--- src/hw/rtl/fcau_pkg.sv ---
// ----------------------------------------------------------------------------
// fcau_pkg
// Types, word codes and sizes shared by the Forth cell arithmetic unit.
// ----------------------------------------------------------------------------
package fcau_pkg;

	localparam int CELL_BITS = 32;
	localparam int DBL_BITS = 2 * CELL_BITS;
	localparam int DIV_STEP_BITS = 4;
	localparam int DIV_STAGES = DBL_BITS / DIV_STEP_BITS;

	typedef enum logic [4:0] {
		OP_ADD = 5'd0, OP_SUB = 5'd1, OP_MUL = 5'd2, OP_M_MUL = 5'd3,
		OP_UM_MUL = 5'd4, OP_DIV = 5'd5, OP_MOD = 5'd6, OP_DIVMOD = 5'd7,
		OP_UDIVMOD = 5'd8, OP_SMREM = 5'd9, OP_FMMOD = 5'd10, OP_MULDIV = 5'd11,
		OP_MULDIVMOD = 5'd12, OP_INC = 5'd13, OP_DEC = 5'd14, OP_DBL = 5'd15,
		OP_HALF = 5'd16, OP_ABS = 5'd17, OP_NEGATE = 5'd18, OP_MIN = 5'd19,
		OP_MAX = 5'd20
	} op_e;

	typedef struct packed {
		logic [4:0] op;
		logic [31:0] cell_a;
		logic [31:0] cell_b;
		logic [31:0] cell_c;
		logic signed [63:0] double_dividend;
		logic logic_op;
	} req_t;

	typedef struct packed {
		logic [31:0] first_cell;
		logic [31:0] second_cell;
		logic [1:0] cell_count;
		logic divide_by_zero;
		logic quotient_overflow;
	} rsp_t;

	typedef struct packed {
		logic [4:0] op;
		logic [1:0] cnt;
		logic dz;
		logic qneg;
		logic nneg;
		logic dneg;
		logic [CELL_BITS-1:0] simple;
	} ctl_t;

	typedef struct packed {
		ctl_t ctl;
		logic [DBL_BITS-1:0] prod;
		logic [DBL_BITS-1:0] nq;
		logic [CELL_BITS:0] rem;
		logic [CELL_BITS-1:0] dmag;
	} pipe_t;

	function automatic logic [CELL_BITS-1:0] mag_of(input logic [CELL_BITS-1:0] v);
		mag_of = v[CELL_BITS-1] ? (~v + 1'b1) : v;
	endfunction

endpackage

--- src/hw/rtl/fcau_front.sv ---
// ----------------------------------------------------------------------------
// fcau_front
// Decode, simple words, the cell multiplier and the divider setup, three stages.
// ----------------------------------------------------------------------------
module fcau_front (
	input logic clk,
	input logic arst_n,
	input logic valid_i,
	input fcau_pkg::req_t req_i,
	output logic valid_o,
	output fcau_pkg::pipe_t pipe_o
);
	import fcau_pkg::*;

	logic [CELL_BITS-1:0] a, b, c, ma, mb, mc;
	logic na, nb, nc, dneg_dd;
	logic [DBL_BITS-1:0] dd, dmag_dd;
	ctl_t ctl;
	logic [CELL_BITS-1:0] mula, mulb, dmag;
	logic [DBL_BITS-1:0] num;

	logic valid_s1, valid_s2, valid_s3;
	ctl_t ctl_s1, ctl_s2;
	logic [CELL_BITS-1:0] mula_s1, mulb_s1, dmag_s1, dmag_s2;
	logic [DBL_BITS-1:0] num_s1, num_s2, prod_s2;
	pipe_t pipe_s3;
	logic [DBL_BITS-1:0] prod_fix;

	always_comb begin
		a = req_i.cell_a[CELL_BITS-1:0];
		b = req_i.cell_b[CELL_BITS-1:0];
		c = req_i.cell_c[CELL_BITS-1:0];
		na = a[CELL_BITS-1];
		nb = b[CELL_BITS-1];
		nc = c[CELL_BITS-1];
		ma = mag_of(a);
		mb = mag_of(b);
		mc = mag_of(c);
		dd = req_i.double_dividend[DBL_BITS-1:0];
		dneg_dd = dd[DBL_BITS-1];
		dmag_dd = dneg_dd ? (~dd + 1'b1) : dd;
		ctl = '0;
		ctl.op = req_i.op;
		ctl.cnt = 2'd1;
		mula = ma;
		mulb = mb;
		dmag = mb;
		num = {{CELL_BITS{1'b0}}, ma};
		case (req_i.op)
			OP_ADD: begin
				ctl.simple = req_i.logic_op ? ~a : a + b;
			end
			OP_SUB: begin
				ctl.simple = req_i.logic_op ? (a ^ b) : a - b;
			end
			OP_MUL: begin
				mula = a;
				mulb = b;
			end
			OP_M_MUL: begin
				ctl.cnt = 2'd2;
				ctl.qneg = na ^ nb;
			end
			OP_UM_MUL: begin
				ctl.cnt = 2'd2;
				mula = a;
				mulb = b;
			end
			OP_DIV, OP_MOD, OP_DIVMOD: begin
				ctl.cnt = (req_i.op == OP_DIVMOD) ? 2'd2 : 2'd1;
				ctl.dz = (b == '0);
				ctl.nneg = na;
				ctl.dneg = nb;
				ctl.qneg = na ^ nb;
			end
			OP_UDIVMOD: begin
				ctl.cnt = 2'd2;
				ctl.dz = (b == '0);
				dmag = b;
				num = {{CELL_BITS{1'b0}}, a};
			end
			OP_SMREM, OP_FMMOD: begin
				ctl.cnt = 2'd2;
				ctl.dz = (c == '0);
				ctl.nneg = dneg_dd;
				ctl.dneg = nc;
				ctl.qneg = dneg_dd ^ nc;
				dmag = mc;
				num = dmag_dd;
			end
			OP_MULDIV, OP_MULDIVMOD: begin
				ctl.cnt = (req_i.op == OP_MULDIVMOD) ? 2'd2 : 2'd1;
				ctl.dz = (c == '0);
				ctl.nneg = na ^ nb;
				ctl.dneg = nc;
				ctl.qneg = na ^ nb ^ nc;
				dmag = mc;
			end
			OP_INC: ctl.simple = a + 1'b1;
			OP_DEC: ctl.simple = a - 1'b1;
			OP_DBL: ctl.simple = {a[CELL_BITS-2:0], 1'b0};
			OP_HALF: begin
				ctl.simple = na ? (~(ma >> 1) + 1'b1) : (ma >> 1);
			end
			OP_ABS: ctl.simple = ma;
			OP_NEGATE: ctl.simple = ~a + 1'b1;
			OP_MIN: ctl.simple = ($signed(a) < $signed(b)) ? a : b;
			OP_MAX: ctl.simple = ($signed(a) > $signed(b)) ? a : b;
			default: ctl.simple = '0;
		endcase
	end

	always_ff @(posedge clk or negedge arst_n) begin
		if (!arst_n) begin
			valid_s1 <= 1'b0;
			valid_s2 <= 1'b0;
			valid_s3 <= 1'b0;
		end else begin
			valid_s1 <= valid_i;
			valid_s2 <= valid_s1;
			valid_s3 <= valid_s2;
		end
	end

	always_ff @(posedge clk) begin
		ctl_s1 <= ctl;
		mula_s1 <= mula;
		mulb_s1 <= mulb;
		dmag_s1 <= dmag;
		num_s1 <= num;
		ctl_s2 <= ctl_s1;
		dmag_s2 <= dmag_s1;
		num_s2 <= num_s1;
		prod_s2 <= DBL_BITS'(mula_s1) * DBL_BITS'(mulb_s1);
	end

	always_comb begin
		prod_fix = prod_s2;
		if (ctl_s2.op == OP_M_MUL && ctl_s2.qneg) begin
			prod_fix = ~prod_s2 + 1'b1;
		end
	end

	always_ff @(posedge clk) begin
		pipe_s3.ctl <= ctl_s2;
		pipe_s3.prod <= prod_fix;
		pipe_s3.nq <= (ctl_s2.op == OP_MULDIV || ctl_s2.op == OP_MULDIVMOD) ?
			prod_s2 : num_s2;
		pipe_s3.rem <= '0;
		pipe_s3.dmag <= dmag_s2;
	end

	assign valid_o = valid_s3;
	assign pipe_o = pipe_s3;

endmodule

--- config.mk ---
export PLATFORM = sky130hd
export DESIGN_NAME = fcau_front
export DESIGN_NICKNAME = d
export VERILOG_FILES = /design/src/hw/rtl/fcau_pkg.sv /design/src/hw/rtl/fcau_front.sv
export SDC_FILE = /design/constraint.sdc
export NUM_CORES = 2
export LEC_CHECK = 0
export ABC_CLOCK_PERIOD_IN_PS = 14500
export BUFFER_PORTS_ARGS = -buffer_cell sky130_fd_sc_hd__buf_2
export CAP_MARGIN = 20
export CORE_UTILIZATION = 55
export CTS_CLUSTER_DIAMETER = 150
export DETAILED_ROUTE_END_ITERATION = 10
export GPL_ROUTABILITY_DRIVEN = 0
export GPL_TIMING_DRIVEN = 1
export PLACE_DENSITY = 0.73
export SLEW_MARGIN = 15
export SYNTH_ARGS = -nofsm -noshare
export SYNTH_HDL_FRONTEND = slang
export SYNTH_SLANG_ARGS = --single-unit
--- constraint.sdc ---
create_clock -name clk -period 14.5 [get_ports clk]
set_clock_uncertainty 0.1 [all_clocks]
set_input_delay 2.9 -clock clk [delete_from_list [all_inputs] [get_ports clk]]
set_output_delay 2.9 -clock clk [all_outputs]
set_load 0.01 [all_outputs]
==> qor.yml <==
die:
  core_area_um2: 113000
  initial_core_util_pct: 55.6
  die_area_um2: 115000
  placement_rows: 123
  top_level_ports: 406
  die_h_um: 339
  die-width_um: 339
worst_setup_path:
  setup.reg_to_reg.worst_slack_ns: 5.75
  worst_r2r_endpoint: "prod_s2[63]$_DFF_P_"
  peak_per_stage_delay_on_the_critical_path_ns: 1.07
  r2r_cells: 24
  endpoint_kind: "flip-flop"
  timing.rr.start: "mulb_s1[7]$_DFF_P_"
  worstSetupStartpointType: "flip-flop"
  cp_common_cell: "fa_1"
  path_class: "flip-flop to flip-flop"
  critical-path-slowest-cell: "dfxtp_1"
  crit_path_max_fanout: 32
  critPathRequiredTime_ns: 14.91
  crit_arrival_ns: 9.16
  critical_path_buf_inv_count: 5
  critPathTopFamily: "adder cells"
  path_cells: "nand2_1, fa_1, inv_1, fa_1, fa_1, inv_1, fa_1, inv_1, fa_1, fa_1, fa_1, inv_1, fa_1, inv_1, ha_1, and2_1, nand3_1, nor4b_1, o211ai_1, a31oi_1, a41oi_1, o21ai_0, o221ai_1, xnor2_1"
clock_network:
  clock_tree.htree_level_count: 3
  post_cts_buffers: 0
  clock_pin_slew_worst_setup_and_hold_paths_ns: 0.06
  clock_tree.root_cell: "clkbuf_16"
  insertion_delay_ns: 0.66
  cts_hold_buf: 0
  ctsResizeCount: 0
  cts-buffers-inserted: 66
  cts.sinks: 612
  clock_tree_from_tritoncts: "built"
  cts-root-to-sink-buffers: 3
finish:
  final_nets: 8551
  fin_cells: 8673
  synthesis_to_layout_area_growth_pct: 8.21
  share_of_final_layout_standard_cells_stronger_than_drive_strength_1_pct: 9.82
routing:
  drt_wl_total_um: 202000
  via_count: 52500
  routedWlPerCell_um: 23.3
  remaining_drc_errors: 0
  drt.antenna.violating_nets: 0
  route.detailed.vias_per_inst: 6.05
  drt_iter0_drc: 5734
  drtPass1Iterations: 9
synth:
  synthMostInstantiatedCell: "inv_1"
  synthDistinctLibCells: 96
  synth.cells.most_frequent: "inv_1 (964), fa_1 (899), nand2_1 (743), and2_1 (614), dfxtp_1 (609)"
  synthesized_area_per_cell_um2: 8.95
  synth_top_cell_by_area: "fa_1"
  dominantRegCellSynth: "dfxtp_1"
  async_flop_share_pct: 0.490
  synth_largest_type_area_fraction_pct: 28.7
  synthCells: 7001
  synth_area_leaders: "fa_1 (29%), dfxtp_1 (19%), ha_1 (7.3%), and2_1 (6.1%), inv_1 (5.8%)"
  synth-seq-area-share_pct: 19.6
  yosys_register_bits: 612
  synth-edff-count: 0
  ys.warnings.count: 0
  syn_area_um2: 62600
global_route:
  grt_antenna_before_repair: 23
  via_count_of_the_first_global_routing_pass: 53100
  total_global_routing_track_utilization_pct: 34.9
  grt_remaining_overflow: 0
  first_pass_grt_wire_length_um: 309000
  grt_max_degree: 68
hold_path:
  timing.hold.worst_endpoint: "num_s2[36]$_DFF_P_"
  hold_path.startpoint: "num_s1[36]$_DFF_P_"
  min_path_cells: 0
  tightest_hold_check_type: "flip-flop to flip-flop"
outcome:
  status: "finished clean"
placed_design:
  detailedPlace.worstSlack_ns: 5.87
  detailedPlacementHpwl_um: 156000
  buffer_ports.inserted: 372
  placed_cells_incl_taps: 8550
timing:
  fin_crit_period_ns: 8.75
  clock.fmax_mhz: 114
  finalMaxSlewViolations: 0
  setup-tns-final_ns: 0
  rsz_0062_raised_after_global_routing: "false"
  layout_setup_ws_ns: 5.75
  timing_hold_violations_final: 0
  max_slew.worst_pin.slew_ns: 1.15
  period_utilization_pct: 60.4
  worst_slew_margin_rel_pct: 23.1
  report.final.setup_viol: 0
flow_run:
  max-cap-violations: 0
## worst register-to-register path, cell delays in order, from the launching register on
cell and delay [ns]:
dfxtp_1 1.07, nand2_1 0.20, fa_1 0.52, inv_1 0.05, fa_1 0.47, fa_1 0.51, inv_1 0.05, fa_1 0.49
inv_1 0.06, fa_1 0.48, fa_1 0.52, fa_1 0.50, inv_1 0.07, fa_1 0.48, inv_1 0.04, ha_1 0.37
and2_1 0.20, nand3_1 0.19, nor4b_1 0.65, o211ai_1 0.38, a31oi_1 0.44, a41oi_1 0.18, o21ai_0 0.25, o221ai_1 0.19
xnor2_1 0.16
## kinds of logic (layout without fill, tap and decap cells)
| kind of cell | Yosys count | count (layout) | share of synthesized area [%] |
|---|---|---|---|
| and+or+nand+nor | 2131 | 2131 | 17.1 |
| buffers and inverters | 1417 | 1554 | 8.73 |
| adders and majority gates | 1262 | 1262 | 36.0 |
| AOI/OAI and AO/OA | 1093 | 1093 | 11.6 |
| DFF | 612 | 612 | 19.6 |
| xor gates and xnor gates | 400 | 400 | 5.59 |
| muxes | 85 | 85 | 1.50 |
| other | 1 | 36 | 0.00599 |
## layer usage
metal | vias to the layer above | global-route usage (%) | part of all wire [%] | wire length [µm]
li1 | 22700 | - | - | -
met4 | 4 | 23.3 | 7.7 | 15500
met2 | 3158 | 56.7 | 47 | 94500
met3 | 770 | 6.40 | 9.8 | 19800
met5 | - | 0 | 0.011 | 22
met1 | 25900 | 42.4 | 36 | 72200
## worst max-delay path by stage
stage / slack, ns / depth (start not counted) / start / endpoint
2_1_floorplan: 7.03 / 15 / req_i[164] / ctl_s1[24]$_DFF_P_
3_3_place_gp: 6.14 / 24 / mulb_s1[5]$_DFF_P_ / prod_s2[63]$_DFF_P_
3_5_place_dp: 5.87 / 24 / mulb_s1[7]$_DFF_P_ / prod_s2[63]$_DFF_P_
4_1_cts: 5.83 / 24 / mulb_s1[7]$_DFF_P_ / prod_s2[63]$_DFF_P_
5_1_grt: 5.42 / 24 / mulb_s1[6]$_DFF_P_ / prod_s2[63]$_DFF_P_
6_report: 5.75 / 24 / mulb_s1[7]$_DFF_P_ / prod_s2[63]$_DFF_P_
## cells in the final DEF, fill, tap and decap left out, drive strengths merged, types with 36 or more instances in the layout
cell / synthesis / final
a21o: 76 / 76
xor2: 149 / 149
xnor2: 251 / 251
or4: 39 / 39
nor4: 46 / 46
inv: 964 / 971
ha: 363 / 363
nand2: 743 / 743
nor3: 77 / 77
o31ai: 63 / 63
and2: 615 / 615
fa: 899 / 899
clkbuf: 389 / 79
dfxtp: 609 / 609
o211ai: 36 / 36
or3: 54 / 54
o21ai: 266 / 266
nand4: 41 / 41
buf: 62 / 470
nand3: 72 / 72
a21oi: 258 / 258
a211oi: 44 / 44
mux2: 67 / 67
nor2: 307 / 307
## flip-flops by register name (all words and copies together) (netlist names)
signal	cells
num_s2	64
dmag_s1	32
ctl_s1	43
ctl_s2	43
num_s1	64
mulb_s1	32
pipe_o	203
mula_s1	32
valid_s2	1
dmag_s2	32
prod_s2	64
valid_o	1
valid_s1	1
## area by class of cell
type                    instances  area [µm²]
clock buffers                  79        1750
well taps                    1500        1880
inverters                     966        3630
repair buffers                470        2620
multi-input cells            5004       45100
diodes                          3        7.51
flip-flops and latches        612       12300
clock inverters                39         577
fillers                      9694       44900
## through the flow
step	area (µm²)	hold WS (ns)	util, %
floorplan	62800	0.210	-
global placement	65400	0.210	58.1
detailed placement	65400	0.212	58.1
CTS	67700	0.197	60.1
global route	67800	0.217	60.2
finish	67800	0.193	60.2
Power is not shown: default switching activity piles up to over one toggle a cycle in this logic, so the estimate is an artifact.
