==> config.mk <==
export PLATFORM = sky130hd
export DESIGN_NAME = fcau_back
export DESIGN_NICKNAME = d
export VERILOG_FILES = /design/src/hw/rtl/fcau_pkg.sv /design/src/hw/rtl/fcau_back.sv
export SDC_FILE = /design/constraint.sdc
export NUM_CORES = 1
export LEC_CHECK = 0
export ABC_CLOCK_PERIOD_IN_PS = 9510
export BUFFER_PORTS_ARGS = -buffer_cell sky130_fd_sc_hd__buf_2
export CORE_MARGIN = 3
export CORE_UTILIZATION = 40
export DETAILED_ROUTE_END_ITERATION = 10
export HOLD_SLACK_MARGIN = 0.15
export SYNTH_ARGS = -nofsm -noshare
export SYNTH_HDL_FRONTEND = slang
export SYNTH_SLANG_ARGS = --single-unit
==> constraint.sdc <==
create_clock -name clk -period 9.51 [get_ports clk]
set_clock_uncertainty 0.05 [all_clocks]
set_input_delay 0.951 -clock clk [delete_from_list [all_inputs] [get_ports clk]]
set_output_delay 0.951 -clock clk [all_outputs]
set_load 0.01 [all_outputs]
==> src/hw/rtl/fcau_pkg.sv <==
// ----------------------------------------------------------------------------
// fcau_pkg
// Types, word codes and sizes shared by the Forth cell arithmetic unit.
// ----------------------------------------------------------------------------
package fcau_pkg;

	localparam int CELL_BITS = 32;
	localparam int DBL_BITS = 2 * CELL_BITS;
	localparam int DIV_STEP_BITS = 4;
	localparam int DIV_STAGES = DBL_BITS / DIV_STEP_BITS;

	typedef enum logic [4:0] {
		OP_ADD = 5'd0, OP_SUB = 5'd1, OP_MUL = 5'd2, OP_M_MUL = 5'd3,
		OP_UM_MUL = 5'd4, OP_DIV = 5'd5, OP_MOD = 5'd6, OP_DIVMOD = 5'd7,
		OP_UDIVMOD = 5'd8, OP_SMREM = 5'd9, OP_FMMOD = 5'd10, OP_MULDIV = 5'd11,
		OP_MULDIVMOD = 5'd12, OP_INC = 5'd13, OP_DEC = 5'd14, OP_DBL = 5'd15,
		OP_HALF = 5'd16, OP_ABS = 5'd17, OP_NEGATE = 5'd18, OP_MIN = 5'd19,
		OP_MAX = 5'd20
	} op_e;

	typedef struct packed {
		logic [4:0] op;
		logic [31:0] cell_a;
		logic [31:0] cell_b;
		logic [31:0] cell_c;
		logic signed [63:0] double_dividend;
		logic logic_op;
	} req_t;

	typedef struct packed {
		logic [31:0] first_cell;
		logic [31:0] second_cell;
		logic [1:0] cell_count;
		logic divide_by_zero;
		logic quotient_overflow;
	} rsp_t;

	typedef struct packed {
		logic [4:0] op;
		logic [1:0] cnt;
		logic dz;
		logic qneg;
		logic nneg;
		logic dneg;
		logic [CELL_BITS-1:0] simple;
	} ctl_t;

	typedef struct packed {
		ctl_t ctl;
		logic [DBL_BITS-1:0] prod;
		logic [DBL_BITS-1:0] nq;
		logic [CELL_BITS:0] rem;
		logic [CELL_BITS-1:0] dmag;
	} pipe_t;

	function automatic logic [CELL_BITS-1:0] mag_of(input logic [CELL_BITS-1:0] v);
		mag_of = v[CELL_BITS-1] ? (~v + 1'b1) : v;
	endfunction

endpackage

==> src/hw/rtl/fcau_back.sv <==
// ----------------------------------------------------------------------------
// fcau_back
// Floored correction, overflow check, sign fix and result selection.
// ----------------------------------------------------------------------------
module fcau_back (
	input logic clk,
	input logic arst_n,
	input logic valid_i,
	input fcau_pkg::pipe_t pipe_i,
	output logic done,
	output fcau_pkg::rsp_t rsp
);
	import fcau_pkg::*;

	localparam logic [DBL_BITS-1:0] HALF = DBL_BITS'(1) << (CELL_BITS - 1);

	logic [DBL_BITS-1:0] q;
	logic [CELL_BITS-1:0] r;
	logic rneg, ovf, sdiv;

	logic valid_f1, valid_f2;
	ctl_t ctl_f1;
	logic [DBL_BITS-1:0] prod_f1;
	logic [CELL_BITS-1:0] q_f1, r_f1;
	logic rneg_f1, ovf_f1;
	logic [CELL_BITS-1:0] quo, rmd;
	rsp_t rsp_n, rsp_f2;

	always_comb begin
		q = pipe_i.nq;
		r = pipe_i.rem[CELL_BITS-1:0];
		rneg = pipe_i.ctl.nneg;
		if (pipe_i.ctl.op == OP_FMMOD && r != '0 && pipe_i.ctl.qneg) begin
			q = q + 1'b1;
			r = pipe_i.dmag - r;
			rneg = pipe_i.ctl.dneg;
		end
		sdiv = (pipe_i.ctl.op == OP_DIV) || (pipe_i.ctl.op == OP_DIVMOD) ||
			(pipe_i.ctl.op == OP_SMREM) || (pipe_i.ctl.op == OP_FMMOD) ||
			(pipe_i.ctl.op == OP_MULDIV) || (pipe_i.ctl.op == OP_MULDIVMOD);
		ovf = sdiv && !pipe_i.ctl.dz &&
			(pipe_i.ctl.qneg ? (q > HALF) : (q > HALF - 1'b1));
	end

	always_ff @(posedge clk or negedge arst_n) begin
		if (!arst_n) begin
			valid_f1 <= 1'b0;
			valid_f2 <= 1'b0;
		end else begin
			valid_f1 <= valid_i;
			valid_f2 <= valid_f1;
		end
	end

	always_ff @(posedge clk) begin
		ctl_f1 <= pipe_i.ctl;
		prod_f1 <= pipe_i.prod;
		q_f1 <= q[CELL_BITS-1:0];
		r_f1 <= r;
		rneg_f1 <= rneg;
		ovf_f1 <= ovf;
	end

	always_comb begin
		quo = ctl_f1.qneg ? (~q_f1 + 1'b1) : q_f1;
		rmd = rneg_f1 ? (~r_f1 + 1'b1) : r_f1;
		rsp_n = '0;
		rsp_n.cell_count = ctl_f1.cnt;
		rsp_n.divide_by_zero = ctl_f1.dz;
		rsp_n.quotient_overflow = ovf_f1;
		case (ctl_f1.op)
			OP_MUL: rsp_n.first_cell = 32'(prod_f1[CELL_BITS-1:0]);
			OP_M_MUL, OP_UM_MUL: begin
				rsp_n.first_cell = 32'(prod_f1[CELL_BITS-1:0]);
				rsp_n.second_cell = 32'(prod_f1[DBL_BITS-1:CELL_BITS]);
			end
			OP_DIV, OP_MULDIV: rsp_n.first_cell = 32'(quo);
			OP_MOD: rsp_n.first_cell = 32'(rmd);
			OP_DIVMOD, OP_UDIVMOD, OP_SMREM, OP_FMMOD, OP_MULDIVMOD: begin
				rsp_n.first_cell = 32'(rmd);
				rsp_n.second_cell = 32'(quo);
			end
			default: rsp_n.first_cell = 32'(ctl_f1.simple);
		endcase
		if (ctl_f1.dz || ovf_f1) begin
			rsp_n.first_cell = '0;
			rsp_n.second_cell = '0;
		end
	end

	always_ff @(posedge clk) begin
		rsp_f2 <= rsp_n;
	end

	assign done = valid_f2;
	assign rsp = rsp_f2;

endmodule
==> flow_summary.toml, run 1 <==
[placed_design]
dp_cells = 1860
dpl.hpwl_mm = 28.0
place_congestion = 0.881
post-place-ws_ns = 4.73
dpl_cell_area_um2 = 13000
io_buffer_count = 306

[route]
viasPerCell = 5.35
vias = 10200
ant_nets = 0
routed_wl_mm = 35.4
wire_per_inst_um = 18.6
drc = 0
dr.pass1.iters = 7
drtIter0Drc = 716

[setup_path]
path_cells = "buf_2 > nand4_1 > or2_1 > nor4_2 > nand4_1 > nor4_1 > mux2_2 > o21ai_0 > or3b_2 > nor4_1 > a2111oi_0"
worstRegToRegCells = 9
slowest_stage = "nor4_2"
cp_slowest_stage_delay_ns = 0.62
rrSetupSlack_ns = 5.92
cp-end-kind = "flop"
r2r-start = "r_f1[3]"
critPathArrivalTime_ns = 4.57
regToRegEndpoint = "rsp[65]"
required_ns = 9.82
critPathLaunchType = "input port"
criticalPathCategory = "input port to flop"
path_max_fanout = 11

[cts]
clockBufferDepth = 3
cts_tree = "done"
h-tree-depth = 1
cts_resized = 0
clk_pin_slew_worst_paths_ns = 0.06
cts_buffers = 25
post_cts_buffers = 0
root_buffer = "clkbuf_16"
clkSinkCount = 241
holdBufCountCts = 0
clk_latency_ns = 0.50

[cells_and_area]
fin_cells = 1903
final_nets = 1789
fin_util_pct = 50.9
n_fill_cell = 2605
drive_above_1_share_pct = 25.3
final_area_um2 = 13800
area_growth_pct = 24.6

[die]
core_um2 = 27100
num_io_pins = 308
fp.dieH_um = 172
die_x_um = 172
die_area_um2 = 29700
rows = 60
initial_core_util_pct = 40.8

[pwr]
leakagePower_nw = 5.95
cellPowerDensity_nw_per_um2 = 174
clkPwrFrac_pct = 38.6
p_int_mw = 1.78
p_sw_uw = 620
p_seq_share_pct = 45.9
p_comb_share_pct = 15.4
power_mw = 2.40
ir_drop_mv = 0.125
p_sw_share_pct = 25.9

[synthesis]
syn_area_um2 = 11100
synth.distinct_cells = 78
syn_inst = 1219
synth_area_per_cell_um2 = 9.08
ys_ff_latch = 241
ys.flop_type = "dfxtp_1"
syn_nets = 1493
async_flop_share_pct = 0.830
ys_warn_count = 0
seq_area_frac_synth_pct = 43.7
synth_edf_count = 0

[global_routing]
grt_pass1_wl_mm = 52.3
grt_max_degree = 71
grt_pass1_vias = 9385
grt.total_usage_pct = 22.5
grt_antenna_before_repair = 6
gr-total-overflow = 0

[sta]
finalSetupViolCount = 0
hold_violations = 0
holdWs_ns = 0.173
finalCritPeriodShare_pct = 44.7
finalSetupTns_ns = 0
tightest_slew_ns = 1.06
slew_headroom_pct = 28.7
rsz0062_at_grt = "false"
setup_ws_ns = 5.25
maxSlewViolCount = 0
max_freq_mhz = 235
fin_crit_ns = 4.26

[status]
outcome = "completed"

[hold_path]
hold_path_class = "input port to async pin"

[job]
maxCapViolCount = 0
==> layer usage <==
layer / part of all wire, % / global-route usage [%] / wire length, µm
met1: 46 / 31.4 / 16200
met2: 43 / 34.4 / 15200
met3: 7.2 / 4.07 / 2540
met4: 3.8 / 8.82 / 1360
met5: 0.10 / 0 / 37
==> how the worst max path moves through the flow <==
stage / startpoint / endpoint / slack (ns) / cells after the start
4_1_cts: pipe_i[36] / ovf_f1 / 5.25 / 11
5_1_grt: pipe_i[80] / ovf_f1 / 4.81 / 11
2_1_floorplan: pipe_i[41] / r_f1[30] / 5.30 / 13
6_report: pipe_i[80] / ovf_f1 / 5.25 / 11
3_3_place_gp: pipe_i[45] / ovf_f1 / 4.74 / 11
3_5_place_dp: pipe_i[36] / ovf_f1 / 4.73 / 11
==> critical path, delay by kind of cell <==
kind                   cells  cell delay [ns]
AO/OA/AOI/OAI              2             0.34
buffers and inverters      1             0.14
multiplexers               1             0.37
AND/OR/NAND/NOR            7             2.74
==> state kept, by name (all words and copies together) (netlist names) <==
name	cells
prod_f1	64
rsp	68
done	1
q_f1	32
ctl_f1	41
ovf_f1	1
rneg_f1	1
valid_f1	1
r_f1	32
==> synthesized netlist by cell type (25+ instances only) <==
cell type,n,area [µm²]
dfxtp_1,239,4780
nand2_1,121,454
xnor2_1,86,753
o21ai_0,78,390
nor2_1,67,251
a21oi_1,65,325
inv_1,48,180
clkbuf_1,41,154
nand3_1,38,190
ha_1,34,425
a22oi_1,33,248
xor2_1,30,263
nand4_1,25,156
o31ai_1,25,188
==> kinds of logic (layout without fill, tap and decap cells) <==
| family | after synthesis | in the layout | synth area share (%) |
|---|---|---|---|
| simple gates | 408 | 408 | 19.4 |
| compound gates | 315 | 315 | 19.6 |
| flops | 241 | 241 | 43.7 |
| xor+xnor | 116 | 116 | 9.18 |
| buf+inv | 96 | 406 | 3.27 |
| fa+ha+maj | 35 | 35 | 4.03 |
| mux | 8 | 8 | 0.769 |
| other cells | 0 | 2 | 0 |
==> cells in the final DEF, fill, tap and decap left out, drive strengths merged, types with 5 or more instances in the layout <==
cell / count
buf: 316
dfxtp: 239
nand2: 121
xnor2: 86
o21ai: 86
nor2: 67
a21oi: 65
inv: 50
nand3: 38
ha: 34
a22oi: 33
clkbuf: 33
xor2: 30
o31ai: 26
nand4: 25
a222oi: 24
or3: 22
nor3: 20
and3: 18
nor4: 17
and4: 15
a21o: 15
or4: 14
nor3b: 10
nand2b: 9
nor2b: 8
a221oi: 8
o21a: 7
o41ai: 7
and2: 5
or2: 5
==> layout make-up <==
type	instances	area [µm²]	area share, %
flip-flops and latches	241	4830	35.1
clock buffers	33	676	4.90
diodes	2	5.00	0.0363
repair buffers	316	1610	11.7
well taps	372	465	3.38
inverters	49	184	1.33
multi-input cells	882	5910	42.9
clock inverters	8	100	0.726
==> power groups by stage <==
stage                     logic, mW  clock network (mW)  registers [mW]
after floorplan               0.205                   0            1.12
after global placement        0.365                   0            1.12
after detailed placement      0.367                   0            1.12
after CTS                     0.369               0.941            1.10
after global routing          0.408               0.984            1.11
final                         0.370               0.927            1.10
Power figures use the tool's default switching activity.
==> run 2: changes to the inputs <==
--- a/config.mk
+++ b/config.mk
@@ -5,12 +5,13 @@
 export SDC_FILE = /design/constraint.sdc
 export NUM_CORES = 1
 export LEC_CHECK = 0
-export ABC_CLOCK_PERIOD_IN_PS = 9510
+export ABC_CLOCK_PERIOD_IN_PS = 3600
 export BUFFER_PORTS_ARGS = -buffer_cell sky130_fd_sc_hd__buf_2
 export CORE_MARGIN = 3
 export CORE_UTILIZATION = 40
 export DETAILED_ROUTE_END_ITERATION = 10
 export HOLD_SLACK_MARGIN = 0.15
+export PLACE_DENSITY = 0.66
 export SYNTH_ARGS = -nofsm -noshare
 export SYNTH_HDL_FRONTEND = slang
 export SYNTH_SLANG_ARGS = --single-unit
==> constraint.sdc (replaced) <==
create_clock -name clk -period 3.6 [get_ports clk]
set_clock_uncertainty 0.05 [all_clocks]
set_input_delay 0.36 -clock clk [delete_from_list [all_inputs] [get_ports clk]]
set_output_delay 0.36 -clock clk [all_outputs]
set_load 0.01 [all_outputs]
==> run 2 against run 1 <==
Compared with the run above:
- critical path depth down 1
- largest power group unchanged
- first-iteration DRC count up 42%
- non-clock buffer count up 266
- highest routed layer unchanged
- die area unchanged
==> flow_summary.toml, run 2 (same netlist as run 1, synthesis figures left out) <==
[global_routing]
grt_pass1_wl_mm = 60.9
grt_pass1_vias = 11300
grt.total_usage_pct = 25.9
gr-total-overflow = 0
grt_antenna_before_repair = 6
grt_max_degree = 42

[sta]
setup_ws_ns = 0.0125
maxSlewViolCount = 0
finalCritPeriodShare_pct = 99.7
fin_crit_ns = 3.59
tightest_slew_ns = 0.956
holdWs_ns = 0.171
finalSetupTns_ns = 0
slew_headroom_pct = 36.1
rsz0062_at_grt = "true"
finalSetupViolCount = 0
max_freq_mhz = 279
hold_violations = 0

[die]
fp.dieH_um = 172
die_x_um = 172
core_um2 = 27100
initial_core_util_pct = 40.8
num_io_pins = 308
rows = 60
die_area_um2 = 29700

[cells_and_area]
final_nets = 2054
layout_common_cells = "buf_2 (306), dfxtp_1 (237), dlygate4sd3_1 (157)"
final_common_cell = "buf_2"
area_growth_pct = 48.2
fin_cells = 2172
drive_above_1_share_pct = 29.1
largest_reg_flops = 68

[status]
outcome = "completed"

[route]
drtIter0Drc = 1015
dr.pass1.iters = 7
routed_wl_mm = 40.9
drc = 0
vias = 11700
ant_nets = 0
viasPerCell = 5.38
wire_per_inst_um = 18.8

[setup_path]
cpMostUsedCell = "or4_4"
critPathLaunchType = "flop"
critPathArrivalTime_ns = 3.93
required_ns = 3.94
cp-end-kind = "flop"
path_max_fanout = 3
cp_slowest_stage_delay_ns = 0.53
criticalPathCategory = "flop to flop"
slowest_stage = "or4_4"
path_cells = "or4_4 > or3_4 > or4_4 > or4_4 > or3_4 > o41ai_4 > xnor2_2 > a222oi_1 > buf_4 > a21oi_2"

[cts]
clockBufferDepth = 3
cts_tree = "done"
h-tree-depth = 1
clkSinkCount = 241
clk_latency_ns = 0.52
clk_pin_slew_worst_paths_ns = 0.06
root_buffer = "clkbuf_16"
cts_buffers = 24

[hold_path]
hold_path_class = "input port to flop"

[placed_design]
dp_cells = 1962
post-place-ws_ns = -0.136
place_congestion = 0.963
io_buffer_count = 306
dpl.hpwl_mm = 29.8

[pwr]
leakagePower_nw = 7.21
ir_drop_mv = 0.268
cellPowerDensity_nw_per_um2 = 407
power_mw = 6.68

[job]
maxCapViolCount = 0
-- run 2: worst paths after layout --
kind	endpoint	startpoint	slack, ns	cells past startpoint
setup / recovery	rsp[65]	q_f1[6]	0.01	10
hold / removal	r_f1[29]	pipe_i[61]	0.17	4
setup reg to reg	rsp[65]	q_f1[6]	0.01	10
hold reg to reg	rsp[2]	ctl_f1[36]	0.28	0
max in group asynchronous	done	arst_n	2.73	3
min in group asynchronous	done	arst_n	0.65	3
-- run 2: repair_timing --
action | 4_1_cts | 5_1_grt
endpoints found under the setup margin | 0 | 14
endpoints found under the hold margin | 155 | 0
setup buffers | 0 | 7
hold buffers | 157 | 0
resized for setup | 0 | 31
-- run 2: stage by stage --
| stage | util, % | cell area (µm²) |
|---|---|---|
| 3_3_place_gp | 50.9 | 13800 |
| 5_1_grt | 60.5 | 16400 |
| 6_report | 60.5 | 16400 |
| 4_1_cts | 59.6 | 16200 |
| 2_1_floorplan | - | 11100 |
| 3_5_place_dp | 50.9 | 13800 |
-- run 2: where the power goes --
group	internal, mW	leakage (nW)	total, mW	switching (mW)
logic	0.601	4.80	1.23	0.633
clock network	1.50	0.390	2.53	1.03
registers	2.83	2.02	2.92	0.0956
-- run 2: layout make-up --
class	count	area, µm²
Antenna cell	4	10.0
Clock buffer	36	706
Timing Repair Buffer	582	4000
Sequential cell	241	4840
Clock inverter	6	97.6
Fill cell	2261	10700
Multi-Input combinational cell	882	6100
Inverter	49	184
Tap cell	372	465
-- run 2: per-layer routing --
| metal | up-vias | global-route usage (%) | wire (µm) |
|---|---|---|---|
| li1 | 5601 | - | - |
| met1 | 5458 | 33.3 | 17300 |
| met2 | 521 | 44.0 | 19200 |
| met3 | 102 | 4.28 | 2830 |
| met4 | 4 | 9.55 | 1510 |
| met5 | - | 0 | 27 |
-- run 2: worst max-delay path, delay by kind of cell (launching register included) --
kind / cells / cell delay (ns)
AO/OA/AOI/OAI: 3 / 0.57
XOR/XNOR: 1 / 0.15
buffers and inverters: 1 / 0.19
flip-flops: 1 / 0.32
AND/OR/NAND/NOR: 5 / 2.17
==> run 3: changes to the inputs <==
--- a/config.mk
+++ b/config.mk
@@ -5,13 +5,14 @@
 export SDC_FILE = /design/constraint.sdc
 export NUM_CORES = 1
 export LEC_CHECK = 0
+export ABC_AREA = 1
 export ABC_CLOCK_PERIOD_IN_PS = 3600
 export BUFFER_PORTS_ARGS = -buffer_cell sky130_fd_sc_hd__buf_2
 export CORE_MARGIN = 3
 export CORE_UTILIZATION = 40
+export CTS_BUF_LIST = sky130_fd_sc_hd__clkbuf_4
 export DETAILED_ROUTE_END_ITERATION = 10
 export HOLD_SLACK_MARGIN = 0.15
-export PLACE_DENSITY = 0.66
 export SYNTH_ARGS = -nofsm -noshare
 export SYNTH_HDL_FRONTEND = slang
 export SYNTH_SLANG_ARGS = --single-unit
==> run 3 against run 2 <==
Compared with the run above:
- critical path depth grew 7
- maximum frequency grew 17%
- global-route usage grew 1.9 points
- synthesized cell count grew 75%
- largest cell class unchanged
- sequential cell count is the same
- highest routed layer is now met4
- final area grew 12%
- setup slack gained 0.52 ns
- critical endpoint is now r_f1[30]
- sequential share of layout area shrank 3.2 points
- die area grew 24%
==> flow_summary.toml, run 3 <==
[status]
outcome = "completed"

[cts]
clockBufferDepth = 3
clk_latency_ns = 0.71
cts_tree = "done"
clk_pin_slew_worst_paths_ns = 0.07
cts_resized = 0
cts_buffers = 56
h-tree-depth = 2
clkSinkCount = 241
root_buffer = "clkbuf_4"

[hold_path]
hold_path_class = "input port to flop"
worstHoldPathCells = 4

[die]
fp.dieH_um = 192
rows = 67
die_area_um2 = 36700
die_x_um = 192
num_io_pins = 308
core_um2 = 33700
initial_core_util_pct = 40.9

[global_routing]
top_usage_layer = "met2"
grt_antenna_before_repair = 1
gr-total-overflow = 0
grt_pass1_vias = 14900
use_met1_pct = 38.0
grt.total_usage_pct = 27.8
met3_usage_pct = 3.41
grt_max_degree = 123
grtUsageMet2_pct = 46.1
grt_pass1_wl_mm = 80.1

[pwr]
clkPwrFrac_pct = 34.1
p_int_mw = 4.51
p_comb_share_pct = 21.2
p_sw_mw = 1.99
p_sw_share_pct = 30.7
ir_drop_mv = 0.239
leakagePower_nw = 8.92
p_seq_share_pct = 44.7
power_mw = 6.50
cellPowerDensity_nw_per_um2 = 354

[setup_path]
path_max_fanout = 4
cp-end-kind = "flop"
worstRegToRegCells = 15
cpMostUsedCell = "nand2_1"
required_ns = 4.12
critPathArrivalTime_ns = 3.59
cp_slowest_stage_delay_ns = 0.57
critPathLaunchType = "input port"
criticalPathCategory = "input port to flop"
slowest_stage = "dlygate4sd3_1"
path_cells = "dlygate4sd3_1 > buf_2 > ha_1 > fa_1 > o21ai_1 > a21oi_1 > inv_1 > nand2_1 > nand2_1 > nand4_1 > nand2_1 > nand2_1 > nand3_1 > nand2_1 > nand2_1 > o22ai_1 > dlygate4sd3_1"

[cells_and_area]
final_area_um2 = 18400
n_fill_cell = 3392
ff_latch_area_um2 = 4830
final_nets = 2921
final_common_cell = "nand2_1"
layout_common_cells = "nand2_1 (700), buf_2 (306), nor2_1 (273)"
drive_above_1_share_pct = 18.3
largest_reg_flops = 68
fin_util_pct = 54.5
multi_input_area_um2 = 7830
area_growth_pct = 33.4

[route]
drtIter0Drc = 1217
wire_per_inst_um = 16.7
dr.pass1.iters = 5
ant_nets = 0
drc = 0
routed_wl_mm = 52.6
viasPerCell = 4.98
vias = 15700

[synthesis]
ys_ff_latch = 241
netlist.area_leader.share_pct = 34.7
synth_area_leaders = "dfxtp_1 (35%), nand2_1 (19%), nor2_1 (7.4%)"
async_flop_share_pct = 0.830
yosysMostFrequentCell = "nand2_1"
synth_top_cell_by_area = "dfxtp_1"
synth_area_per_cell_um2 = 6.46
syn_nets = 2406
seq_area_frac_synth_pct = 35.1
synth_common_cells = "nand2_1 (701), nor2_1 (273), dfxtp_1 (239)"
syn_inst = 2132
synth_edf_count = 0
ys.flop_type = "dfxtp_1"
ys_warn_count = 0
synth.distinct_cells = 53
syn_area_um2 = 13800

[sta]
finalSetupViolCount = 0
finalCritPeriodShare_pct = 85.3
fin_crit_ns = 3.07
holdWs_ns = 0.215
maxSlewViolCount = 0
max_freq_mhz = 326
finalSetupTns_ns = 0
tightest_slew_ns = 1.00
rsz0062_at_grt = "false"
slew_headroom_pct = 33.0
hold_violations = 0

[placed_design]
place_congestion = 0.946
dpl_cell_area_um2 = 15800
io_buffer_count = 306
dpl.hpwl_mm = 40.6

[job]
maxCapViolCount = 0
## run 3: path summary, 6_finish.rpt
kind / endpoint / slack, ns / startpoint
min reg2reg: rsp[2] / 0.28 / ctl_f1[36]
max reg2reg: rsp[62] / 0.97 / q_f1[0]
min: r_f1[4] / 0.22 / pipe_i[4]
max in group asynchronous: valid_f1 / 2.90 / arst_n
max: r_f1[30] / 0.53 / pipe_i[32]
min in group asynchronous: done / 0.46 / arst_n
## run 3: routing by layer
metal	routed length [µm]	share of wire (%)
met5	0	0
met4	1400	2.7
met3	3450	6.6
met2	23700	45
met1	24100	46
## run 3: critical path, delay by kind of cell
kind | cells | cell delay, ns
adder cells (fa/ha/maj) | 2 | 0.65
buffers and inverters | 4 | 1.34
AO/OA/AOI/OAI | 3 | 0.50
AND/OR/NAND/NOR | 8 | 0.74
## run 3: timing repair
item | in CTS | in global routing
hold buffers | 186 | 0
buffers inserted | 0 | 0
hold endpoints to repair | 174 | 0
## run 3: kinds of logic (layout without fill, tap and decap cells)
family	Yosys count	after routing	share of synthesized area [%]
compound gates	257	257	10.8
flops	241	241	35.1
xor+xnor	63	63	4.01
fa+ha+maj	35	35	3.23
simple gates	1252	1252	38.7
other cells	0	2	0
buf+inv	284	846	8.11
## run 3: metrics by stage
step | worst slack (ns) | cells
floorplan | 1.37 | 2132
global placement | 0.608 | 2851
detailed placement | 0.574 | 2851
CTS | 0.626 | 3142
global route | 0.408 | 3143
finish | 0.530 | 3144
## run 3: layout make-up
cell class / count / share of cell area (%)
multi-input cells: 1607 / 42.6
well taps: 448 / 3.05
clock inverters: 25 / 0.776
inverters: 233 / 4.76
repair buffers: 508 / 19.2
clock buffers: 80 / 3.27
diodes: 2 / 0.0272
flip-flops and latches: 241 / 26.3
## run 3: power by group through the flow
| stage | logic (mW) | clock network [mW] | registers, mW |
|---|---|---|---|
| 6_report | 1.38 | 2.21 | 2.91 |
| 3_3_place_gp | 1.18 | 0 | 2.96 |
| 4_1_cts | 1.36 | 2.27 | 2.90 |
| 5_1_grt | 1.53 | 2.39 | 2.92 |
| 2_1_floorplan | 0.683 | 0 | 2.97 |
| 3_5_place_dp | 1.19 | 0 | 2.96 |
